File: src/hw/rtl/fcr_pkg.sv
// Shared constants, types and control bundles for the FIR convolution reverb.
// Used by the channel interfaces, the storage and MAC units and the top level.
`default_nettype none

package fcr_pkg;

  localparam int MAX_TAPS      = 64;
  localparam int SAMPLE_BITS   = 16;
  localparam int VALUE_BITS    = 16;
  localparam int TAP_IDX_BITS  = 6;
  localparam int TAPS_CFG_BITS = 7;
  localparam int WET_BITS      = 38;
  localparam int TAPS_RESET    = 64;

  localparam int ADDR_BITS  = (MAX_TAPS > 1) ? $clog2(MAX_TAPS) : 1;
  localparam int DEPTH      = 2 ** ADDR_BITS;
  localparam int COUNT_BITS = $clog2(MAX_TAPS + 1);
  localparam int PROD_BITS  = 2 * SAMPLE_BITS;

  typedef enum logic {
    OP_LOAD   = 1'b0,
    OP_SAMPLE = 1'b1
  } op_t;

  typedef logic signed [SAMPLE_BITS-1:0] sample_t;
  typedef logic signed [PROD_BITS-1:0]   prod_t;
  typedef logic signed [WET_BITS-1:0]    wet_t;
  typedef logic [ADDR_BITS-1:0]          addr_t;
  typedef logic [COUNT_BITS-1:0]         count_t;

  // Writes, clears and reads requested of the history and tap memories.
  typedef struct packed {
    logic    hist_we;
    addr_t   hist_waddr;
    sample_t hist_wdata;
    logic    hist_clear;
    logic    tap_we;
    addr_t   tap_waddr;
    sample_t tap_wdata;
    logic    rd_en;
    addr_t   hist_raddr;
    addr_t   tap_raddr;
  } store_cmd_t;

  // Registered read data, valid in the cycle after the read was issued.
  typedef struct packed {
    logic    valid;
    sample_t hist;
    sample_t tap;
  } store_rsp_t;

endpackage : fcr_pkg

`default_nettype wire

File: src/hw/rtl/fcr_if.sv
// Valid/ready channel interfaces: dry input, wet output and tap-count configuration.
// Depends on fcr_pkg for field widths.
`default_nettype none

interface fcr_in_if import fcr_pkg::*; ();
  logic                          valid;
  logic                          ready;
  logic                          op;
  logic [TAP_IDX_BITS-1:0]       tap_index;
  logic signed [VALUE_BITS-1:0]  value;
  logic                          final_sample;

  modport source (output valid, op, tap_index, value, final_sample, input ready);
  modport sink   (input valid, op, tap_index, value, final_sample, output ready);
endinterface : fcr_in_if

interface fcr_out_if import fcr_pkg::*; ();
  logic                        valid;
  logic                        ready;
  logic signed [WET_BITS-1:0]  wet_sample;
  logic                        last_of_signal;

  modport source (output valid, wet_sample, last_of_signal, input ready);
  modport sink   (input valid, wet_sample, last_of_signal, output ready);
endinterface : fcr_out_if

interface fcr_cfg_if import fcr_pkg::*; ();
  logic                      valid;
  logic                      ready;
  logic [TAPS_CFG_BITS-1:0]  taps_in_use;

  modport source (output valid, taps_in_use, input ready);
  modport sink   (input valid, taps_in_use, output ready);
endinterface : fcr_cfg_if

`default_nettype wire

File: src/hw/rtl/fcr_store.sv
// Sample history and impulse tap memories with registered reads.
// Depends on fcr_pkg for the command and response bundles.
`default_nettype none

module fcr_store
  import fcr_pkg::*;
(
  input  logic       clk,
  input  logic       rst,
  input  store_cmd_t cmd,
  output store_rsp_t rsp
);

  sample_t    hist_mem [DEPTH];
  sample_t    tap_mem  [DEPTH];
  logic [DEPTH-1:0] hist_vld;
  logic [DEPTH-1:0] tap_vld;

  sample_t hist_q;
  sample_t tap_q;
  logic    hist_v_q;
  logic    tap_v_q;
  logic    rd_v;

  always_ff @(posedge clk) begin
    if (cmd.hist_we) begin
      hist_mem[cmd.hist_waddr] <= cmd.hist_wdata;
    end
    if (cmd.tap_we) begin
      tap_mem[cmd.tap_waddr] <= cmd.tap_wdata;
    end
    hist_q   <= hist_mem[cmd.hist_raddr];
    tap_q    <= tap_mem[cmd.tap_raddr];
    hist_v_q <= hist_vld[cmd.hist_raddr];
    tap_v_q  <= tap_vld[cmd.tap_raddr];
  end

  // Entries never written since reset (or since the history was flushed) read as zero.
  always_ff @(posedge clk) begin
    if (rst) begin
      hist_vld <= '0;
      tap_vld  <= '0;
      rd_v     <= 1'b0;
    end else begin
      if (cmd.hist_clear) begin
        hist_vld <= '0;
      end
      if (cmd.hist_we) begin
        hist_vld[cmd.hist_waddr] <= 1'b1;
      end
      if (cmd.tap_we) begin
        tap_vld[cmd.tap_waddr] <= 1'b1;
      end
      rd_v <= cmd.rd_en;
    end
  end

  assign rsp.valid = rd_v;
  assign rsp.hist  = hist_v_q ? hist_q : '0;
  assign rsp.tap   = tap_v_q ? tap_q : '0;

endmodule : fcr_store

`default_nettype wire

File: src/hw/rtl/fcr_mac.sv
// Registered multiplier followed by a wide accumulator.
// Depends on fcr_pkg for sample, product and accumulator types.
`default_nettype none

module fcr_mac
  import fcr_pkg::*;
(
  input  logic       clk,
  input  logic       rst,
  input  logic       clear,
  input  store_rsp_t rsp,
  output logic       busy,
  output wet_t       acc
);

  prod_t prod;
  logic  prod_v;

  always_ff @(posedge clk) begin
    prod <= rsp.hist * rsp.tap;
    if (clear) begin
      acc <= '0;
    end else if (prod_v) begin
      acc <= acc + wet_t'(prod);
    end
  end

  always_ff @(posedge clk) begin
    if (rst) begin
      prod_v <= 1'b0;
    end else begin
      prod_v <= rsp.valid;
    end
  end

  assign busy = prod_v;

endmodule : fcr_mac

`default_nettype wire

File: src/hw/rtl/fir_convolution_reverb_unit.sv
// Top level of the FIR convolution reverb: sequencer, configuration register, output register.
// Depends on fcr_pkg, the fcr channel interfaces, fcr_store and fcr_mac.
`default_nettype none

// Direct-form FIR convolution of a dry stream with a loaded impulse response of M taps
// (M = taps_in_use, taken as 1 when written as 0 and as 64 above 64). A load transfer
// (op = 0) writes one Q1.15 tap. A sample transfer (op = 1) enters the history line
// and yields one 38-bit Q8.30 output, the exact sum of M products; the sample flagged
// final_sample then yields M-1 tail outputs with zeros shifted in, the last of them
// carrying last_of_signal, after which the history is flushed. The history sits in a
// 64-entry circular memory and the taps in a second memory; one tap is read from each
// per cycle and fed through a single registered multiplier into the accumulator, and
// no new input transfer is accepted until the previous sample and all of its tail
// outputs have reached the output register. The output register lets the next input
// be taken while an earlier result still waits to be transferred. Both stores read as
// zero after reset; no clearing pass is needed.
// Configuration should only be written while the block is idle.

module fir_convolution_reverb_unit
  import fcr_pkg::*;
(
  input  logic       clk,
  input  logic       rst,
  fcr_cfg_if.sink    cfg,
  fcr_in_if.sink     dry_in,
  fcr_out_if.source  wet_out
);

  typedef enum logic [1:0] {
    S_IDLE,
    S_RUN,
    S_DRAIN
  } state_t;

  state_t state;

  logic [TAPS_CFG_BITS-1:0] taps_cfg;
  count_t  active_taps;
  count_t  taps;       // tap count latched for the signal in progress
  count_t  tap_cnt;    // tap being read in the current pass
  count_t  tail_left;  // tail outputs still owed after the current one
  logic    fin;
  addr_t   wp;         // history entry holding the newest sample

  logic    out_valid;
  wet_t    out_wet;
  logic    out_last;

  store_cmd_t cmd;
  store_rsp_t rsp;
  logic       mac_clear;
  logic       mac_busy;
  wet_t       acc;

  logic    in_xfer;
  logic    is_sample;
  logic    slot_free;
  logic    pass_done;
  sample_t in_sample;

  assign cfg.ready = 1'b1;

  always_ff @(posedge clk) begin
    if (rst) begin
      taps_cfg <= TAPS_CFG_BITS'(TAPS_RESET);
    end else if (cfg.valid && cfg.ready) begin
      taps_cfg <= cfg.taps_in_use;
    end
  end

  // A zero count means one tap; anything beyond the store depth saturates.
  always_comb begin
    if (taps_cfg == '0) begin
      active_taps = count_t'(1);
    end else if (taps_cfg > TAPS_CFG_BITS'(MAX_TAPS)) begin
      active_taps = count_t'(MAX_TAPS);
    end else begin
      active_taps = count_t'(taps_cfg);
    end
  end

  assign dry_in.ready = (state == S_IDLE);
  assign in_xfer      = dry_in.valid && dry_in.ready;
  assign is_sample    = (dry_in.op == OP_SAMPLE);
  assign in_sample    = sample_t'(dry_in.value[SAMPLE_BITS-1:0]);

  // The pass is finished once the last product has reached the accumulator; the
  // result is handed over only when the output register is free or being emptied.
  assign slot_free = !out_valid || wet_out.ready;
  assign pass_done = (state == S_DRAIN) && !rsp.valid && !mac_busy && slot_free;

  always_comb begin
    cmd       = '0;
    mac_clear = 1'b0;
    if (in_xfer) begin
      if (is_sample) begin
        cmd.hist_we    = 1'b1;
        cmd.hist_waddr = wp + addr_t'(1);
        cmd.hist_wdata = in_sample;
        mac_clear      = 1'b1;
      end else if (int'(dry_in.tap_index) < MAX_TAPS) begin
        cmd.tap_we    = 1'b1;
        cmd.tap_waddr = addr_t'(dry_in.tap_index);
        cmd.tap_wdata = in_sample;
      end
    end
    if (state == S_RUN) begin
      // Tap j pairs with the sample j entries behind the newest one.
      cmd.rd_en      = 1'b1;
      cmd.hist_raddr = wp - tap_cnt[ADDR_BITS-1:0];
      cmd.tap_raddr  = tap_cnt[ADDR_BITS-1:0];
    end
    if (pass_done) begin
      if (tail_left != '0) begin
        cmd.hist_we    = 1'b1;
        cmd.hist_waddr = wp + addr_t'(1);
        cmd.hist_wdata = '0;
        mac_clear      = 1'b1;
      end else begin
        cmd.hist_clear = fin;
      end
    end
  end

  always_ff @(posedge clk) begin
    if (rst) begin
      state     <= S_IDLE;
      wp        <= '0;
      tap_cnt   <= '0;
      taps      <= count_t'(1);
      tail_left <= '0;
      fin       <= 1'b0;
      out_valid <= 1'b0;
      out_wet   <= '0;
      out_last  <= 1'b0;
    end else begin
      if (wet_out.ready && !pass_done) begin
        out_valid <= 1'b0;
      end
      case (state)
        S_IDLE: begin
          if (in_xfer && is_sample) begin
            wp        <= wp + addr_t'(1);
            tap_cnt   <= '0;
            taps      <= active_taps;
            fin       <= dry_in.final_sample;
            tail_left <= dry_in.final_sample ? active_taps - count_t'(1) : '0;
            state     <= S_RUN;
          end
        end
        S_RUN: begin
          tap_cnt <= tap_cnt + count_t'(1);
          if (tap_cnt == taps - count_t'(1)) begin
            state <= S_DRAIN;
          end
        end
        S_DRAIN: begin
          if (pass_done) begin
            out_valid <= 1'b1;
            out_wet   <= acc;
            out_last  <= fin && (tail_left == '0);
            if (tail_left != '0) begin
              wp        <= wp + addr_t'(1);
              tap_cnt   <= '0;
              tail_left <= tail_left - count_t'(1);
              state     <= S_RUN;
            end else begin
              fin   <= 1'b0;
              state <= S_IDLE;
            end
          end
        end
        default: begin
          state <= S_IDLE;
        end
      endcase
    end
  end

  assign wet_out.valid          = out_valid;
  assign wet_out.wet_sample     = out_wet;
  assign wet_out.last_of_signal = out_last;

  fcr_store u_store (
    .clk (clk),
    .rst (rst),
    .cmd (cmd),
    .rsp (rsp)
  );

  fcr_mac u_mac (
    .clk   (clk),
    .rst   (rst),
    .clear (mac_clear),
    .rsp   (rsp),
    .busy  (mac_busy),
    .acc   (acc)
  );

endmodule : fir_convolution_reverb_unit

`default_nettype wire

File: src/flat_wrapper.sv
// flat-port wrapper written by rule: the top's interface ports become plain ports
module fir_convolution_reverb_unit_flat import fcr_pkg::*;
  (clk, rst, cfg_valid, cfg_taps_in_use, cfg_ready, dry_in_valid, dry_in_op, dry_in_tap_index, dry_in_value, dry_in_final_sample, dry_in_ready, wet_out_valid, wet_out_wet_sample, wet_out_last_of_signal, wet_out_ready);
  fcr_cfg_if cfg_i ();
  fcr_in_if dry_in_i ();
  fcr_out_if wet_out_i ();
  input  logic clk;
  input  logic rst;
  input wire logic [$bits(cfg_i.valid)-1:0] cfg_valid;
  input wire logic [$bits(cfg_i.taps_in_use)-1:0] cfg_taps_in_use;
  output wire logic [$bits(cfg_i.ready)-1:0] cfg_ready;
  input wire logic [$bits(dry_in_i.valid)-1:0] dry_in_valid;
  input wire logic [$bits(dry_in_i.op)-1:0] dry_in_op;
  input wire logic [$bits(dry_in_i.tap_index)-1:0] dry_in_tap_index;
  input wire logic [$bits(dry_in_i.value)-1:0] dry_in_value;
  input wire logic [$bits(dry_in_i.final_sample)-1:0] dry_in_final_sample;
  output wire logic [$bits(dry_in_i.ready)-1:0] dry_in_ready;
  output wire logic [$bits(wet_out_i.valid)-1:0] wet_out_valid;
  output wire logic [$bits(wet_out_i.wet_sample)-1:0] wet_out_wet_sample;
  output wire logic [$bits(wet_out_i.last_of_signal)-1:0] wet_out_last_of_signal;
  input wire logic [$bits(wet_out_i.ready)-1:0] wet_out_ready;
  assign cfg_i.valid = cfg_valid;
  assign cfg_i.taps_in_use = cfg_taps_in_use;
  assign cfg_ready = cfg_i.ready;
  assign dry_in_i.valid = dry_in_valid;
  assign dry_in_i.op = dry_in_op;
  assign dry_in_i.tap_index = dry_in_tap_index;
  assign dry_in_i.value = dry_in_value;
  assign dry_in_i.final_sample = dry_in_final_sample;
  assign dry_in_ready = dry_in_i.ready;
  assign wet_out_valid = wet_out_i.valid;
  assign wet_out_wet_sample = wet_out_i.wet_sample;
  assign wet_out_last_of_signal = wet_out_i.last_of_signal;
  assign wet_out_i.ready = wet_out_ready;
  fir_convolution_reverb_unit u_core (.clk(clk), .rst(rst), .cfg(cfg_i), .dry_in(dry_in_i), .wet_out(wet_out_i));
endmodule
File: config.mk
export PLATFORM = sky130hd
export DESIGN_NAME = fir_convolution_reverb_unit_flat
export DESIGN_NICKNAME = d
export VERILOG_FILES = /design/src/hw/rtl/fcr_pkg.sv /design/src/hw/rtl/fcr_if.sv /design/src/hw/rtl/fcr_store.sv /design/src/hw/rtl/fcr_mac.sv /design/src/hw/rtl/fir_convolution_reverb_unit.sv /design/src/flat_wrapper.sv
export SDC_FILE = /design/constraint.sdc
export NUM_CORES = 2
export LEC_CHECK = 0
export BUFFER_PORTS_ARGS = -buffer_cell sky130_fd_sc_hd__buf_4
export CORE_ASPECT_RATIO = 1.25
export CORE_UTILIZATION = 37
export CTS_CLUSTER_SIZE = 25
export DETAILED_ROUTE_END_ITERATION = 7
export PLACE_DENSITY = 0.58
export REMOVE_ABC_BUFFERS = 1
export SLEW_MARGIN = 10
export SYNTH_ARGS = -nofsm -noshare
export SYNTH_HDL_FRONTEND = slang
export SYNTH_HIERARCHICAL = 1
export SYNTH_SLANG_ARGS = --single-unit
export TNS_END_PERCENT = 30
File: constraint.sdc
create_clock -name clk -period 15.07 [get_ports clk]
set_input_delay 1.507 -clock clk [delete_from_list [all_inputs] [get_ports clk]]
set_output_delay 1.507 -clock clk [all_outputs]
set_load 0.02 [all_outputs]
==> results.tsv <==
stage	metric	value	unit
status	status	completed	
yosys	post-synthesis instance total	6091	
sta	clock skew	0.0681	ns
power_and_ir_drop	power density over cell area	121	nW/um^2
clock_network	Post-CTS Setup Inserts	0	
final_layout	commonest non-fill, non-tap cell in the layout	edfxtp_1	
final_layout	Syn-to-layout area delta	12.6	%
yosys	Mapped Area	102000	um^2
clock_network	Max clock buf depth	4	
global_routing	largest net degree at the start of global routing	115	
power_and_ir_drop	internal power	10.8	mW
clock_network	cts hold-fix bufs	0	
final_layout	Final #Nets	6766	
yosys	Post-synth EDFFs	2048	
die	die area	277000	um^2
routing	Routed WL per cell	26.1	um
clock_network	Resized cells post-CTS	0	
power_and_ir_drop	switching share of power	22.2	%
sta	Least-Margin Pin Slew	1.18	ns
yosys	Synth async-reset ratio	0	%
die	core area	273000	um^2
yosys	post-synth cell types	98	
clock_network	H-tree levels	4	
die	Starting Density	37.3	%
die	row count	214	
sta	fin. max-slew vios	0	
hold_path	Hold EP	u_core/wet_out.wet_sample[0]$_SDFFE_PP0P_	
routing	WL final	263	mm
sta	Setup-failing EPs final	0	
hold_path	Min-Delay Path Depth	2	
sta	hold slack final	0.437	ns
routing	Routed Antenna Nets	0	
power_and_ir_drop	power share of the combinational group	6.4	%
global_routing	vias in the first global route	55800	
routing	router iterations before antenna repair	6	
global_routing	first-pass GRT wire length	384	mm
routing	vias per std cell	5.38	
clock_network	root buf cell	clkbuf_16	
clock_network	Sink Count	2359	
sta	min Tclk post-route	7.05	ns
setup_path	Crit path arrival time	7.81	ns
final_layout	most frequent cells in the layout	2,048 x edfxtp_1, 477 x mux4_2, 448 x nor2_1	
routing	DR vias	54400	
place	dpl cell area	107000	um^2
setup_path	Worst setup SP type	flop	
hold_path	type of the worst min-delay path	reg -> reg	
sta	RSZ-0062 raised after global routing	no	
final_layout	Final Cell Area	115000	um^2
setup_path	CP cell instances	and2_1 -> nand2_1 -> fa_1 -> fa_1 -> fa_1 -> fa_1 -> inv_1 -> fa_1 -> inv_1 -> fa_1 -> inv_1 -> ha_1 -> a21o_1 -> a21o_1 -> a211oi_1 -> a21boi_1 -> o31a_1 -> and3_1 -> a211oi_1 -> xnor2_1	
setup_path	reg2reg path depth	20	
die	Ports	78	
die	die height	588	um
run	total of max-cap violations	0	
setup_path	CP peak stage delay	0.60	ns
sta	final number of hold-violating endpoints	0	
global_routing	GR Overflow Total	0	
setup_path	reg2reg setup slack	8.02	ns
power_and_ir_drop	Pleak	38.9	nW
final_layout	layout cells sized above 1	18.6	%
place	IO buf count	76	
sta	Final Cycle Share	46.8	%
setup_path	r2r endpoint	u_core/u_mac/prod[28]$_DFF_P_	
place	GPL Wtd Cong	0.878	
sta	fmax	142	MHz
clock_network	TritonCTS Buffers	231	
setup_path	crit end category	flop	
yosys	total of warnings raised by yosys	6	
yosys	Synth Register Bits	2359	
setup_path	Worst path slowest cell	fa_1	
die	die width	471	um
setup_path	Critical R2R Launch	u_core/u_store/hist_v_q$_DFF_P_	
power_and_ir_drop	maximum vdd drop	93.2	uV
yosys	register area share after synthesis	66.6	%
setup_path	CP most frequent cell	fa_1	
power_and_ir_drop	P_sw	3.08	mW
routing	1st-iter DRT viols	4933	
clock_network	Worst-path clk slew	0.07	ns
clock_network	CTS tree	yes	
global_routing	gr usage total	18.8	%
setup_path	CP max FO	16	
routing	DRC errors left	0	
global_routing	initial antenna violation count	17	
yosys	most common flop cell mapped by yosys	edfxtp_1	
clock_network	Clock Latency Late Sink	0.89	ns
setup_path	WP data required	15.83	ns
sta	slew margin rel.	21.5	%
place	HPWL after DPL	168	mm
hold_path	hold_sp	u_core/u_mac/acc[0]$_SDFFE_PP0P_	
power_and_ir_drop	Reg power frac	51.8	%
power_and_ir_drop	Clk pwr share	41.8	%
setup_path	crit path kind	reg -> reg	
yosys	Avg Cell Area, Syn	16.7	um^2
[routing by layer]
| layer | routed length, um | vias to the layer above | track usage [%] |
|---|---|---|---|
| met5 | 13 | - | 0 |
| met4 | 10400 | 2 | 7.15 |
| met3 | 13800 | 439 | 2.34 |
| met2 | 137000 | 1600 | 33.2 |
| met1 | 102000 | 28600 | 23.4 |
| li1 | - | 23700 | - |
[stage by stage]
step	utilization, %	TNS, ns	setup WS, ns	std cells	power, mW
4_1_cts	42.0	0	7.96	10100	14.0
3_3_place_gp	39.2	0	8.05	9668	8.22
2_1_floorplan	-	-67.00	-4.60	5807	7.94
3_5_place_dp	39.2	0	8.01	9668	8.23
6_report	42.0	0	8.02	10100	13.9
5_1_grt	42.0	0	7.53	10100	14.3
[critical path, delay by kind of cell, from the launching register on]
kind,cells,cell delay [ns]
fa+ha+maj,7,3.46
buf+inv,3,0.16
flops,1,0.52
xor+xnor,1,0.15
simple gates,3,0.99
compound gates,6,1.69
[power by group through the flow]
stage / combinational [mW] / clock (mW) / sequential, mW
6_report: 0.895 / 5.80 / 7.19
5_1_grt: 0.976 / 6.15 / 7.19
4_1_cts: 0.911 / 5.92 / 7.19
3_5_place_dp: 0.907 / 0 / 7.33
3_3_place_gp: 0.892 / 0 / 7.33
2_1_floorplan: 0.630 / 0 / 7.31
[registers in the layout, indices dropped and copies added (netlist names), 2 cells and up]
register / flops
u_core/u_mac/prod: 32
u_core/u_store/tap_mem: 1024
u_core/u_store/hist_q: 16
u_core/tap_cnt: 7
u_core/u_mac/acc: 38
u_core/u_store/tap_vld: 64
u_core/u_store/tap_q: 16
u_core/u_store/hist_vld: 64
u_core/u_store/hist_mem: 1024
u_core/wp: 6
u_core/state: 2
u_core/wet_out.wet_sample: 38
u_core/tail_left: 7
u_core/taps_cfg: 7
u_core/taps: 7
[Yosys cell counts (all sizes together) (7+ instances only)]
cell type | n | area (um^2)
nand3b | 25 | 213
o21ai | 50 | 250
o22a | 16 | 140
a22o | 8 | 70.1
or2 | 9 | 56.3
edfxtp | 2048 | 61500
nor2b | 42 | 263
nor3 | 37 | 185
o2111ai | 8 | 76.3
mux4 | 494 | 11200
nand4 | 11 | 68.8
mux2i | 129 | 1290
o21bai | 8 | 60.1
nor2 | 463 | 1750
fa | 264 | 5290
dfxtp | 311 | 6230
xor2 | 23 | 201
o211ai | 8 | 60.1
and2 | 209 | 1310
a211oi | 54 | 433
nor4 | 20 | 181
a21o | 45 | 339
o22ai | 172 | 1080
or3 | 18 | 113
a22oi | 33 | 248
clkbuf | 131 | 495
a21oi | 203 | 1020
nand3 | 54 | 275
or4 | 25 | 188
and4b | 8 | 80.1
a31oi | 8 | 50.1
ha | 129 | 1610
or3b | 7 | 61.3
o32ai | 7 | 61.3
buf | 153 | 1130
and3 | 17 | 106
nand2 | 307 | 1160
o221ai | 25 | 219
inv | 365 | 1370
nand2b | 23 | 144
xnor2 | 60 | 526
[worst max-delay path by stage]
stage               cells after the start                               end                             from
floorplan                               6  u_core/u_store/hist_q[1]$_DFF_P_   u_core/tap_cnt[0]$_SDFFE_PP0P_
global placement                       21     u_core/u_mac/prod[28]$_DFF_P_  u_core/u_store/hist_v_q$_DFF_P_
detailed placement                     19     u_core/u_mac/prod[30]$_DFF_P_  u_core/u_store/hist_v_q$_DFF_P_
CTS                                    19     u_core/u_mac/prod[30]$_DFF_P_  u_core/u_store/hist_v_q$_DFF_P_
global route                           22     u_core/u_mac/prod[31]$_DFF_P_   u_core/u_store/tap_v_q$_DFF_P_
finish                                 20     u_core/u_mac/prod[28]$_DFF_P_  u_core/u_store/hist_v_q$_DFF_P_
[logic make-up (layout without fill, tap and decap cells)]
logic type                 Yosys count  count (layout)  share of synthesized area (%)
other                                1               8                        0.00369
buffers and inverters              651            1086                           2.95
AOI/OAI and AO/OA                  690             690                           4.47
DFF                               2359            2359                           66.6
xor gates and xnor gates            83              83                          0.715
muxes                              626             626                           12.3
and+or+nand+nor                   1288            1288                           6.16
adders and majority gates          393             393                           6.79
[area by class of cell]
type,instances,area [um^2]
clock buffers,301,6300
repair buffers,297,2290
multi-input cells,3081,31100
flip-flops and latches,2359,67700
diodes,7,17.5
fillers,24200,158000
inverters,367,1380
well taps,3564,4460
clock inverters,121,1250
Note: power is estimated with default switching activity, not from simulation.
